File: config.mk
export PLATFORM = sky130hd
export DESIGN_NAME = gesture_debounce_state_machine_flat
export DESIGN_NICKNAME = d
export VERILOG_FILES = /design/src/rtl/core/gds_pkg.sv /design/src/rtl/core/gds_frame_if.sv /design/src/rtl/core/gds_result_if.sv /design/src/rtl/core/gds_cfg_if.sv /design/src/rtl/core/gds_cfg_regs.sv /design/src/rtl/core/gds_core.sv /design/src/rtl/core/gesture_debounce_state_machine.sv /design/src/flat_wrapper.sv
export SDC_FILE = /design/constraint.sdc
export NUM_CORES = 2
export LEC_CHECK = 0
export BUFFER_PORTS_ARGS = -buffer_cell sky130_fd_sc_hd__buf_2
export CAP_MARGIN = 20
export CORE_UTILIZATION = 38
export CTS_BUF_LIST = sky130_fd_sc_hd__clkbuf_8
export DETAILED_ROUTE_END_ITERATION = 12
export PLACE_DENSITY = 0.6
export SETUP_SLACK_MARGIN = 0.02
export SLEW_MARGIN = 0
export SYNTH_ARGS = -nofsm -noshare
export SYNTH_HDL_FRONTEND = slang
export SYNTH_SLANG_ARGS = --single-unit
File: constraint.sdc
create_clock -name clk -period 11.6 [get_ports clk]
set_clock_uncertainty 0.2 [all_clocks]
set_input_delay 0.58 -clock clk [delete_from_list [all_inputs] [get_ports clk]]
set_output_delay 0.58 -clock clk [all_outputs]
set_load 0.01 [all_outputs]
File: src/rtl/core/gds_pkg.sv
`timescale 1ns / 1ps
// shared types and constants for the gesture debounce block
// no dependencies; used by the interfaces and every module in rtl/core

package gds_pkg;

  // debounce machine states, encoded as the result field machine_state
  typedef enum logic [2:0] {
    ST_NO_HAND   = 3'd0,
    ST_UNKNOWN   = 3'd1,
    ST_CANDIDATE = 3'd2,
    ST_ACTIVE    = 3'd3,
    ST_RELEASED  = 3'd4
  } state_t;

  // configuration register indexes
  typedef enum logic [2:0] {
    REG_CONFIRM_FRAMES = 3'd0,
    REG_CONFIRM_TIME   = 3'd1,
    REG_MAX_GAP        = 3'd2,
    REG_COOLDOWN       = 3'd3,
    REG_MIN_CONF       = 3'd4
  } cfg_reg_t;

  localparam int unsigned IdW    = 3;
  localparam int unsigned ConfW  = 16;
  localparam int unsigned TimeW  = 64;
  localparam int unsigned CountW = 16;
  localparam int unsigned CfgIdxW  = 3;
  localparam int unsigned CfgDataW = 32;

  localparam logic [IdW-1:0]    ID_UNKNOWN = 3'd0;
  localparam logic [IdW-1:0]    ID_MAX     = 3'd4;
  localparam logic [CountW-1:0] COUNT_MAX  = 16'hffff;

  // register reset values
  localparam logic [7:0]       RST_CONFIRM_FRAMES = 8'd5;
  localparam logic [31:0]      RST_CONFIRM_TIME   = 32'd150000;
  localparam logic [31:0]      RST_MAX_GAP        = 32'd250000;
  localparam logic [31:0]      RST_COOLDOWN       = 32'd300000;
  localparam logic [ConfW-1:0] RST_MIN_CONF       = 16'd49152;  // 0.75 in Q0.16

  typedef struct packed {
    logic [7:0]       confirm_frames;
    logic [31:0]      confirm_time_us;
    logic [31:0]      max_gap_us;
    logic [31:0]      cooldown_us;
    logic [ConfW-1:0] min_active_confidence;
  } cfg_t;

  typedef struct packed {
    logic             hand_present;
    logic [IdW-1:0]   gesture_id;
    logic [ConfW-1:0] confidence;
    logic [TimeW-1:0] now_us;
  } frame_t;

  typedef struct packed {
    state_t            machine_state;
    logic [IdW-1:0]    observed_id;
    logic [ConfW-1:0]  observed_confidence;
    logic [IdW-1:0]    confirmed_id;
    logic [CountW-1:0] candidate_count;
  } result_t;

endpackage

File: src/rtl/core/gds_frame_if.sv
`timescale 1ns / 1ps
// frame channel: valid/ready handshake with one camera frame observation
// depends on gds_pkg for field widths

interface gds_frame_if;
  logic                      valid;
  logic                      ready;
  logic                      hand_present;
  logic [gds_pkg::IdW-1:0]   gesture_id;
  logic [gds_pkg::ConfW-1:0] confidence;
  logic [gds_pkg::TimeW-1:0] now_us;

  modport source (output valid, hand_present, gesture_id, confidence, now_us, input ready);
  modport sink   (input valid, hand_present, gesture_id, confidence, now_us, output ready);
endinterface

File: src/rtl/core/gds_result_if.sv
`timescale 1ns / 1ps
// result channel: valid/ready handshake with one debounce result per frame
// depends on gds_pkg for field widths

interface gds_result_if;
  logic                       valid;
  logic                       ready;
  logic [2:0]                 machine_state;
  logic [gds_pkg::IdW-1:0]    observed_id;
  logic [gds_pkg::ConfW-1:0]  observed_confidence;
  logic [gds_pkg::IdW-1:0]    confirmed_id;
  logic [gds_pkg::CountW-1:0] candidate_count;

  modport source (output valid, machine_state, observed_id, observed_confidence,
                  confirmed_id, candidate_count, input ready);
  modport sink   (input valid, machine_state, observed_id, observed_confidence,
                  confirmed_id, candidate_count, output ready);
endinterface

File: src/rtl/core/gds_cfg_if.sv
`timescale 1ns / 1ps
// configuration write channel: register index and write data
// depends on gds_pkg for field widths

interface gds_cfg_if;
  logic                         valid;
  logic                         ready;
  logic [gds_pkg::CfgIdxW-1:0]  index;
  logic [gds_pkg::CfgDataW-1:0] data;

  modport source (output valid, index, data, input ready);
  modport sink   (input valid, index, data, output ready);
endinterface

File: src/rtl/core/gds_cfg_regs.sv
`timescale 1ns / 1ps
// configuration register file for the gesture debounce block
// depends on gds_pkg and gds_cfg_if

module gds_cfg_regs (
  input  logic           clk,
  input  logic           rst,
  gds_cfg_if.sink        cfg,
  output gds_pkg::cfg_t  cfg_regs
);

  gds_pkg::cfg_t regs;

  // writes are always taken
  assign cfg.ready = 1'b1;
  assign cfg_regs  = regs;

  // register write decode, unknown indexes ignored
  always_ff @(posedge clk) begin
    if (rst) begin
      regs.confirm_frames        <= gds_pkg::RST_CONFIRM_FRAMES;
      regs.confirm_time_us       <= gds_pkg::RST_CONFIRM_TIME;
      regs.max_gap_us            <= gds_pkg::RST_MAX_GAP;
      regs.cooldown_us           <= gds_pkg::RST_COOLDOWN;
      regs.min_active_confidence <= gds_pkg::RST_MIN_CONF;
    end else if (cfg.valid) begin
      unique case (gds_pkg::cfg_reg_t'(cfg.index))
        gds_pkg::REG_CONFIRM_FRAMES: regs.confirm_frames <= cfg.data[7:0];
        gds_pkg::REG_CONFIRM_TIME:   regs.confirm_time_us <= cfg.data;
        gds_pkg::REG_MAX_GAP:        regs.max_gap_us <= cfg.data;
        gds_pkg::REG_COOLDOWN:       regs.cooldown_us <= cfg.data;
        gds_pkg::REG_MIN_CONF:
          regs.min_active_confidence <= cfg.data[gds_pkg::ConfW-1:0];
        default: ;
      endcase
    end
  end

endmodule

File: src/rtl/core/gds_core.sv
`timescale 1ns / 1ps
// debounce state registers and the combinational next-state logic
// depends on gds_pkg

module gds_core (
  input  logic             clk,
  input  logic             rst,
  input  logic             step,
  input  gds_pkg::cfg_t    cfg,
  input  gds_pkg::frame_t  frame,
  output gds_pkg::result_t result
);

  // state registers
  gds_pkg::state_t                mode, mode_next;
  logic [gds_pkg::IdW-1:0]        active_gesture, active_gesture_next;
  logic [gds_pkg::IdW-1:0]        candidate_gesture, candidate_gesture_next;
  logic [gds_pkg::CountW-1:0]     candidate_frames, candidate_frames_next;
  logic [gds_pkg::TimeW-1:0]      candidate_start_time, candidate_start_time_next;
  logic [gds_pkg::TimeW-1:0]      cooldown_end_time, cooldown_end_time_next;
  logic [gds_pkg::TimeW-1:0]      last_frame_time;

  logic [gds_pkg::IdW-1:0]   id;
  logic [gds_pkg::TimeW-1:0] now;
  logic [gds_pkg::TimeW-1:0] frame_delta;
  logic                      gap;
  logic [gds_pkg::TimeW:0]   end_sum;
  logic [gds_pkg::TimeW-1:0] release_end;
  logic                      recognized;
  logic                      gap_release;
  gds_pkg::state_t           mode_g;
  logic [gds_pkg::TimeW-1:0] cooldown_end_g;
  logic                      in_cooldown;
  logic [gds_pkg::TimeW-1:0] since_start;
  logic                      time_met_same;
  logic                      time_met_new;
  logic [gds_pkg::CountW-1:0] frames_inc;

  // ids beyond the last gesture read as unknown
  assign id  = (frame.gesture_id > gds_pkg::ID_MAX) ? gds_pkg::ID_UNKNOWN : frame.gesture_id;
  assign now = frame.now_us;

  // frame gap or timestamp going backward; none before the first frame
  assign frame_delta = now - last_frame_time;
  assign gap = (last_frame_time != '0) &&
               ((now < last_frame_time) ||
                (frame_delta > {{(gds_pkg::TimeW-32){1'b0}}, cfg.max_gap_us}));

  // cooldown end, saturating
  assign end_sum     = {1'b0, now} + {{(gds_pkg::TimeW-31){1'b0}}, cfg.cooldown_us};
  assign release_end = end_sum[gds_pkg::TimeW] ? '1 : end_sum[gds_pkg::TimeW-1:0];

  assign recognized = frame.hand_present && (id != gds_pkg::ID_UNKNOWN) &&
                      (frame.confidence >= cfg.min_active_confidence);

  // state as seen after a possible gap release
  assign gap_release    = gap && ((mode == gds_pkg::ST_ACTIVE) ||
                                  (mode == gds_pkg::ST_CANDIDATE));
  assign mode_g         = gap_release ? gds_pkg::ST_RELEASED : mode;
  assign cooldown_end_g = gap_release ? release_end : cooldown_end_time;
  assign in_cooldown    = (mode_g == gds_pkg::ST_RELEASED) && (now < cooldown_end_g);

  // confirm time check, elapsed clamps at zero before the start stamp
  assign since_start   = now - candidate_start_time;
  assign time_met_same = (now >= candidate_start_time) ?
                         (since_start >= {{(gds_pkg::TimeW-32){1'b0}}, cfg.confirm_time_us}) :
                         (cfg.confirm_time_us == '0);
  assign time_met_new  = (cfg.confirm_time_us == '0);
  assign frames_inc    = (candidate_frames == gds_pkg::COUNT_MAX) ?
                         candidate_frames :
                         candidate_frames + {{(gds_pkg::CountW-1){1'b0}}, 1'b1};

  // next state
  always_comb begin
    mode_next                 = mode_g;
    active_gesture_next       = gap_release ? '0 : active_gesture;
    candidate_gesture_next    = gap_release ? '0 : candidate_gesture;
    candidate_frames_next     = gap_release ? '0 : candidate_frames;
    candidate_start_time_next = gap_release ? '0 : candidate_start_time;
    cooldown_end_time_next    = cooldown_end_g;
    if (!recognized) begin
      if ((mode_g == gds_pkg::ST_ACTIVE) || (mode_g == gds_pkg::ST_CANDIDATE)) begin
        mode_next                 = gds_pkg::ST_RELEASED;
        candidate_gesture_next    = '0;
        candidate_frames_next     = '0;
        candidate_start_time_next = '0;
        cooldown_end_time_next    = release_end;
      end else if (!in_cooldown) begin
        mode_next = frame.hand_present ? gds_pkg::ST_UNKNOWN : gds_pkg::ST_NO_HAND;
      end
      active_gesture_next = '0;
    end else if (in_cooldown) begin
      active_gesture_next = '0;
    end else if (mode_g == gds_pkg::ST_ACTIVE) begin
      // a different gesture while active releases it
      if (id != active_gesture) begin
        mode_next                 = gds_pkg::ST_RELEASED;
        active_gesture_next       = '0;
        candidate_gesture_next    = '0;
        candidate_frames_next     = '0;
        candidate_start_time_next = '0;
        cooldown_end_time_next    = release_end;
      end
    end else begin
      mode_next = gds_pkg::ST_CANDIDATE;
      if (id != candidate_gesture_next) begin
        candidate_gesture_next    = id;
        candidate_frames_next     = {{(gds_pkg::CountW-1){1'b0}}, 1'b1};
        candidate_start_time_next = now;
        if (({{(gds_pkg::CountW-8){1'b0}}, cfg.confirm_frames} <=
             {{(gds_pkg::CountW-1){1'b0}}, 1'b1}) && time_met_new) begin
          mode_next           = gds_pkg::ST_ACTIVE;
          active_gesture_next = id;
        end
      end else begin
        candidate_frames_next = frames_inc;
        if ((frames_inc >= {{(gds_pkg::CountW-8){1'b0}}, cfg.confirm_frames}) &&
            time_met_same) begin
          mode_next           = gds_pkg::ST_ACTIVE;
          active_gesture_next = id;
        end
      end
    end
  end

  // result fields
  always_comb begin
    result.machine_state       = mode_next;
    result.observed_id         = frame.hand_present ? id : gds_pkg::ID_UNKNOWN;
    result.observed_confidence = frame.hand_present ? frame.confidence : '0;
    result.confirmed_id        = active_gesture_next;
    result.candidate_count     = candidate_frames_next;
  end

  // state update, one frame per step
  always_ff @(posedge clk) begin
    if (rst) begin
      mode                 <= gds_pkg::ST_NO_HAND;
      active_gesture       <= '0;
      candidate_gesture    <= '0;
      candidate_frames     <= '0;
      candidate_start_time <= '0;
      cooldown_end_time    <= '0;
      last_frame_time      <= '0;
    end else if (step) begin
      mode                 <= mode_next;
      active_gesture       <= active_gesture_next;
      candidate_gesture    <= candidate_gesture_next;
      candidate_frames     <= candidate_frames_next;
      candidate_start_time <= candidate_start_time_next;
      cooldown_end_time    <= cooldown_end_time_next;
      last_frame_time      <= now;
    end
  end

endmodule

File: src/rtl/core/gesture_debounce_state_machine.sv
`timescale 1ns / 1ps
// Gesture debounce state machine: takes one frame request per clock while the result side
// is not stalled, and returns one result per frame. A frame is captured in an input
// register, passes once through the next-state logic that updates the five-state debounce
// machine, and lands in a result register; the state registers are updated together with
// the result register, so throughput is one frame per cycle while the result side is not
// stalled. Configuration writes take effect at once and are to be made only while no
// frame is in flight. Depends on gds_pkg, the channel interfaces, gds_cfg_regs and gds_core.

module gesture_debounce_state_machine (
  input  logic          clk,
  input  logic          rst,
  gds_frame_if.sink     frame,
  gds_result_if.source  result,
  gds_cfg_if.sink       cfg
);

  gds_pkg::cfg_t    cfg_regs;
  gds_pkg::frame_t  frame_q;
  logic             frame_valid;
  gds_pkg::result_t step_result;
  gds_pkg::result_t result_q;
  logic             result_valid;
  logic             advance;

  gds_cfg_regs u_cfg_regs (
    .clk      (clk),
    .rst      (rst),
    .cfg      (cfg),
    .cfg_regs (cfg_regs)
  );

  gds_core u_core (
    .clk    (clk),
    .rst    (rst),
    .step   (advance),
    .cfg    (cfg_regs),
    .frame  (frame_q),
    .result (step_result)
  );

  // frame moves on when the result register is free or being drained
  assign advance     = frame_valid && (!result_valid || result.ready);
  assign frame.ready = !frame_valid || advance;

  // input register
  always_ff @(posedge clk) begin
    if (rst) begin
      frame_valid <= 1'b0;
    end else if (frame.ready) begin
      frame_valid <= frame.valid;
    end
  end

  always_ff @(posedge clk) begin
    if (frame.valid && frame.ready) begin
      frame_q.hand_present <= frame.hand_present;
      frame_q.gesture_id   <= frame.gesture_id;
      frame_q.confidence   <= frame.confidence;
      frame_q.now_us       <= frame.now_us;
    end
  end

  // result register
  always_ff @(posedge clk) begin
    if (rst) begin
      result_valid <= 1'b0;
    end else if (advance) begin
      result_valid <= 1'b1;
    end else if (result.ready) begin
      result_valid <= 1'b0;
    end
  end

  always_ff @(posedge clk) begin
    if (advance) begin
      result_q <= step_result;
    end
  end

  assign result.valid               = result_valid;
  assign result.machine_state       = result_q.machine_state;
  assign result.observed_id         = result_q.observed_id;
  assign result.observed_confidence = result_q.observed_confidence;
  assign result.confirmed_id        = result_q.confirmed_id;
  assign result.candidate_count     = result_q.candidate_count;

  // a held frame is never dropped while the result side stalls
  assert property (@(posedge clk) disable iff (rst)
    frame_valid && !advance |=> frame_valid)
    else $error("held frame lost");

  // a confirmed id is shown exactly in the active state
  assert property (@(posedge clk) disable iff (rst)
    result_valid |-> ((result_q.confirmed_id != '0) ==
                      (result_q.machine_state == gds_pkg::ST_ACTIVE)))
    else $error("confirmed id does not match active state");

  // no hand state only comes from a frame without a hand
  assert property (@(posedge clk) disable iff (rst)
    result_valid && (result_q.machine_state == gds_pkg::ST_NO_HAND) |->
      (result_q.observed_id == '0) && (result_q.observed_confidence == '0))
    else $error("no hand state with observed data");

  // a candidate has counted at least one frame
  assert property (@(posedge clk) disable iff (rst)
    result_valid && (result_q.machine_state == gds_pkg::ST_CANDIDATE) |->
      (result_q.candidate_count != '0))
    else $error("candidate state with zero count");

  // released state carries no candidate and no confirmed gesture
  assert property (@(posedge clk) disable iff (rst)
    result_valid && (result_q.machine_state == gds_pkg::ST_RELEASED) |->
      (result_q.candidate_count == '0) && (result_q.confirmed_id == '0))
    else $error("released state with leftover gesture");

endmodule
File: src/flat_wrapper.sv
// flat-port wrapper written by rule: the top's interface ports become plain ports
module gesture_debounce_state_machine_flat 
  (clk, rst, frame_valid, frame_hand_present, frame_gesture_id, frame_confidence, frame_now_us, frame_ready, result_valid, result_machine_state, result_observed_id, result_observed_confidence, result_confirmed_id, result_candidate_count, result_ready, cfg_valid, cfg_index, cfg_data, cfg_ready);
  gds_frame_if frame_i ();
  gds_result_if result_i ();
  gds_cfg_if cfg_i ();
  input  logic clk;
  input  logic rst;
  input wire logic [$bits(frame_i.valid)-1:0] frame_valid;
  input wire logic [$bits(frame_i.hand_present)-1:0] frame_hand_present;
  input wire logic [$bits(frame_i.gesture_id)-1:0] frame_gesture_id;
  input wire logic [$bits(frame_i.confidence)-1:0] frame_confidence;
  input wire logic [$bits(frame_i.now_us)-1:0] frame_now_us;
  output wire logic [$bits(frame_i.ready)-1:0] frame_ready;
  output wire logic [$bits(result_i.valid)-1:0] result_valid;
  output wire logic [$bits(result_i.machine_state)-1:0] result_machine_state;
  output wire logic [$bits(result_i.observed_id)-1:0] result_observed_id;
  output wire logic [$bits(result_i.observed_confidence)-1:0] result_observed_confidence;
  output wire logic [$bits(result_i.confirmed_id)-1:0] result_confirmed_id;
  output wire logic [$bits(result_i.candidate_count)-1:0] result_candidate_count;
  input wire logic [$bits(result_i.ready)-1:0] result_ready;
  input wire logic [$bits(cfg_i.valid)-1:0] cfg_valid;
  input wire logic [$bits(cfg_i.index)-1:0] cfg_index;
  input wire logic [$bits(cfg_i.data)-1:0] cfg_data;
  output wire logic [$bits(cfg_i.ready)-1:0] cfg_ready;
  assign frame_i.valid = frame_valid;
  assign frame_i.hand_present = frame_hand_present;
  assign frame_i.gesture_id = frame_gesture_id;
  assign frame_i.confidence = frame_confidence;
  assign frame_i.now_us = frame_now_us;
  assign frame_ready = frame_i.ready;
  assign result_valid = result_i.valid;
  assign result_machine_state = result_i.machine_state;
  assign result_observed_id = result_i.observed_id;
  assign result_observed_confidence = result_i.observed_confidence;
  assign result_confirmed_id = result_i.confirmed_id;
  assign result_candidate_count = result_i.candidate_count;
  assign result_i.ready = result_ready;
  assign cfg_i.valid = cfg_valid;
  assign cfg_i.index = cfg_index;
  assign cfg_i.data = cfg_data;
  assign cfg_ready = cfg_i.ready;
  gesture_debounce_state_machine u_core (.clk(clk), .rst(rst), .frame(frame_i), .result(result_i), .cfg(cfg_i));
endmodule
==> impl_results.md <==
* Final RePlAce weighted congestion at 1.02
* CP startpoint kind: register
* Cell family with most CP delay: simple AND/OR/NAND/NOR gates
* Sw Ratio at 0.331
* Rows at 107
* CTS tree: yes
* Avg Cell Area, Syn at 7.95 um^2
* Sequential share of the synthesized area at 0.320
* Worst Setup End Kind: register
* Cell taking the most area after synthesis: dfxtp_1
* Routed length per placed instance at 21.6 um
* Post-CTS setup buffers at 0
* Worst-case vdd ir drop at 0.0000926 V
* WHS at 0.228 ns
* Logic pwr share at 0.221
* CP Class: reg2reg
* Initial antenna violation count at 3
* Clock transition at path regs at 0.06 ns
* Most used cell, CP: nand4_1
* Syn Inst Count at 4143
* Worst reg2reg path endpoint: u_core.u_core.candidate_start_time[42]
* CP bufs+invs at 3
* DP Cell Count at 5315
* Die Span Y at 296 um
* GRT Total Usage at 0.268
* Area Overhead vs Synth at 15.3%
* Via density at 5.79
* Cell count of the worst reg-to-reg path at 36
* Synth top area cells: dfxtp_1 21%, ha_1 12%, edfxtp_1 11%
* CP arrival at 11.36 ns
* Clk buf depth at 3
* Skew-Pair Late Insertion Delay at 0.74 ns
* Status: finished clean
* Top-count cell post-synth: nand2_1
* HP Class: in2reg
* Tcrit/Tclk final at 0.939
* Layout cells sized above 1 at 0.100
* Nets@finish at 4818
* Async set-reset flop share out of synthesis at 0
* Critical Path Max Stage Delay at 0.68 ns
* Post-Layout Cell Count at 5595
* Fmax at 0.0918 GHz
* Hold path depth at 4
* NetSw at 1.44 mW
* Worst setup margin at 0.703 ns
* CTS buffer count at 85
* Min Tclk post-route at 10.90 ns
* Root Driver: clkbuf_8
* Final setup violation count at 0
* Vias at 32400
* Fin. Hold Viols at 0
* RSZ-0062 raised after global routing: no
* Leakage power at 14.4 nW
* Die W at 296 um
* Post-synth top cells: 614 x nand2_1, 439 x a21oi_1, 339 x dfxtp_1
* Final Max Tran Viols at 0
* Maximum fanout along the worst path at 64
* Sequential cell area at 10500 um^2
* Netlist cell types at 97
* Syn_nets at 4582
* Clock network fraction of total power at 0.375
* Number of H-tree levels at 3
* Sum of negative setup slack at 0 ns
* Final WL at 121000 um
* Core Area at 85400 um^2
* Vias in the first global route at 30100
* I/O pins at 168
* Starting Density at 0.385
* Largest net degree at the start of global routing at 106
* Total gr overflow at 0
* Final ANT Viol Nets at 0
* Hold endpoint: u_core.u_cfg_regs.cfg_regs[81]
* Slew HR at 0.255
* EDFF count, synth at 125
* Mapped cell area at 32900 um^2
* Iter 0 DRT Violations at 2955
* Pint at 2.92 mW
* Post-synthesis sequential element count at 464
* Residual DRC at 0
* Worst reg2reg path startpoint: u_core.frame_q[0]
* Top cell type's share of synthesized area at 0.206
* Die area at 87800 um^2
* # clock sinks at 464
* Dpl ws at 0.573 ns
* Pre-Repair DR Iteration Count at 6
* Multi-input combinational cell area at 20600 um^2
* Hold path startpoint: cfg_index[1]
* Worst path slowest cell: buf_4
* Worst R2R Setup Slack at 0.70 ns
* Synth Flop Type: dfxtp_1
* Synthesis Warnings at 0
* Port bufs at 166
* Max-cap violations at 0
* Worst-margin pin slew at 1.11 ns
* Fill cells at 8694
* Worst EP required at 12.06 ns
* PwrDens at 115 nW/um^2
* First-pass GRT wire length at 181000 um
* DP HPWL at 90400 um
* Flop pwr share at 0.403
[routing by layer]
metal	global-route usage	part of all wire	vias up
li1	-	-	15500
met1	0.385	0.46	15500
met2	0.416	0.44	1184
met3	0.0287	0.069	208
met4	0.0891	0.029	0
met5	0	0	-
[layout make-up]
type,count,share of cell area
Clock inverter,60,0.0103
Tap cell,1144,0.0377
Inverter,275,0.0273
Multi-Input combinational cell,3192,0.542
Timing Repair Buffer,361,0.0697
Sequential cell,464,0.278
Antenna cell,1,0.0000659
Clock buffer,98,0.0355
[power groups by stage]
stage / Combinational [mW] / Clock, mW / Sequential (mW)
after floorplan: 0.604 / 0 / 1.79
after global placement: 0.910 / 0 / 1.79
after detailed placement: 0.910 / 0 / 1.79
after CTS: 0.947 / 1.66 / 1.76
after global routing: 1.05 / 1.73 / 1.76
final: 0.965 / 1.64 / 1.76
[flip-flops by register name, indices dropped and copies added (netlist names), 16 cells and up]
name,cells
u_core.result.candidate_count,16
u_core.u_core.candidate_frames,16
u_core.u_cfg_regs.cfg_regs,120
u_core.result.observed_confidence,16
u_core.u_core.last_frame_time,64
u_core.frame_q,84
u_core.u_core.candidate_start_time,64
u_core.u_core.cooldown_end_time,64
[what timing repair did]
action,4_1_cts,5_1_grt
hold buffers,119,0
endpoints found under the hold margin,186,0
endpoints found under the setup margin,0,72
gates resized for setup,0,1
[how the worst max path moves through the flow]
stage,startpoint,endpoint,slack [ns],cells after the start
global placement,u_core.frame_q[1],u_core.u_core.candidate_start_time[44],0.81,35
floorplan,u_core.frame_q[0],u_core.result.candidate_count[12],2.50,39
CTS,u_core.frame_q[0],u_core.u_core.candidate_start_time[59],0.47,35
finish,u_core.frame_q[0],u_core.u_core.candidate_start_time[42],0.70,36
global route,u_core.frame_q[0],u_core.u_core.candidate_start_time[59],0.18,35
detailed placement,u_core.frame_q[0],u_core.u_core.candidate_start_time[50],0.57,35
[per-stage QoR]
step	util	power, mW	area, um^2
finish	0.444	4.36	37900
global route	0.444	4.55	37900
CTS	0.444	4.37	37900
detailed placement	0.410	2.70	35000
global placement	0.410	2.70	35000
floorplan	-	2.39	32900
[worst register-to-register path, delay by kind of cell, from the launching register on]
family / cells / cell delay (ns)
flops: 1 / 0.43
buf+inv: 3 / 1.04
fa+ha+maj: 4 / 1.19
compound gates: 9 / 2.26
xor+xnor: 1 / 0.09
simple gates: 19 / 5.62
[cell usage in the layout, fill, tap and decap left out, types with 74 or more instances in the layout]
| master | Yosys | final |
|---|---|---|
| nand2_1 | 614 | 614 |
| a21oi_1 | 439 | 437 |
| dfxtp_1 | 339 | 339 |
| ha_1 | 312 | 312 |
| inv_1 | 273 | 302 |
| nor2_1 | 268 | 266 |
| o21ai_0 | 183 | 182 |
| buf_2 | 32 | 165 |
| edfxtp_1 | 125 | 125 |
| dlygate4sd3_1 | 0 | 119 |
| nand4_1 | 116 | 116 |
| nand3_1 | 115 | 115 |
| a21o_1 | 115 | 115 |
| clkbuf_8 | 0 | 99 |
| nor3_1 | 82 | 81 |
| xnor2_1 | 76 | 76 |
| a22o_1 | 74 | 74 |
[kinds of logic after synthesis]
logic type                 synth area share
DFF                                   0.320
xor gates and xnor gates             0.0351
buffers and inverters                0.0572
AOI/OAI and AO/OA                     0.244
muxes                                0.0133
other                              0.000114
adders and majority gates             0.120
and+or+nand+nor                       0.210
No activity file was read; power rests on OpenSTA's default activity.
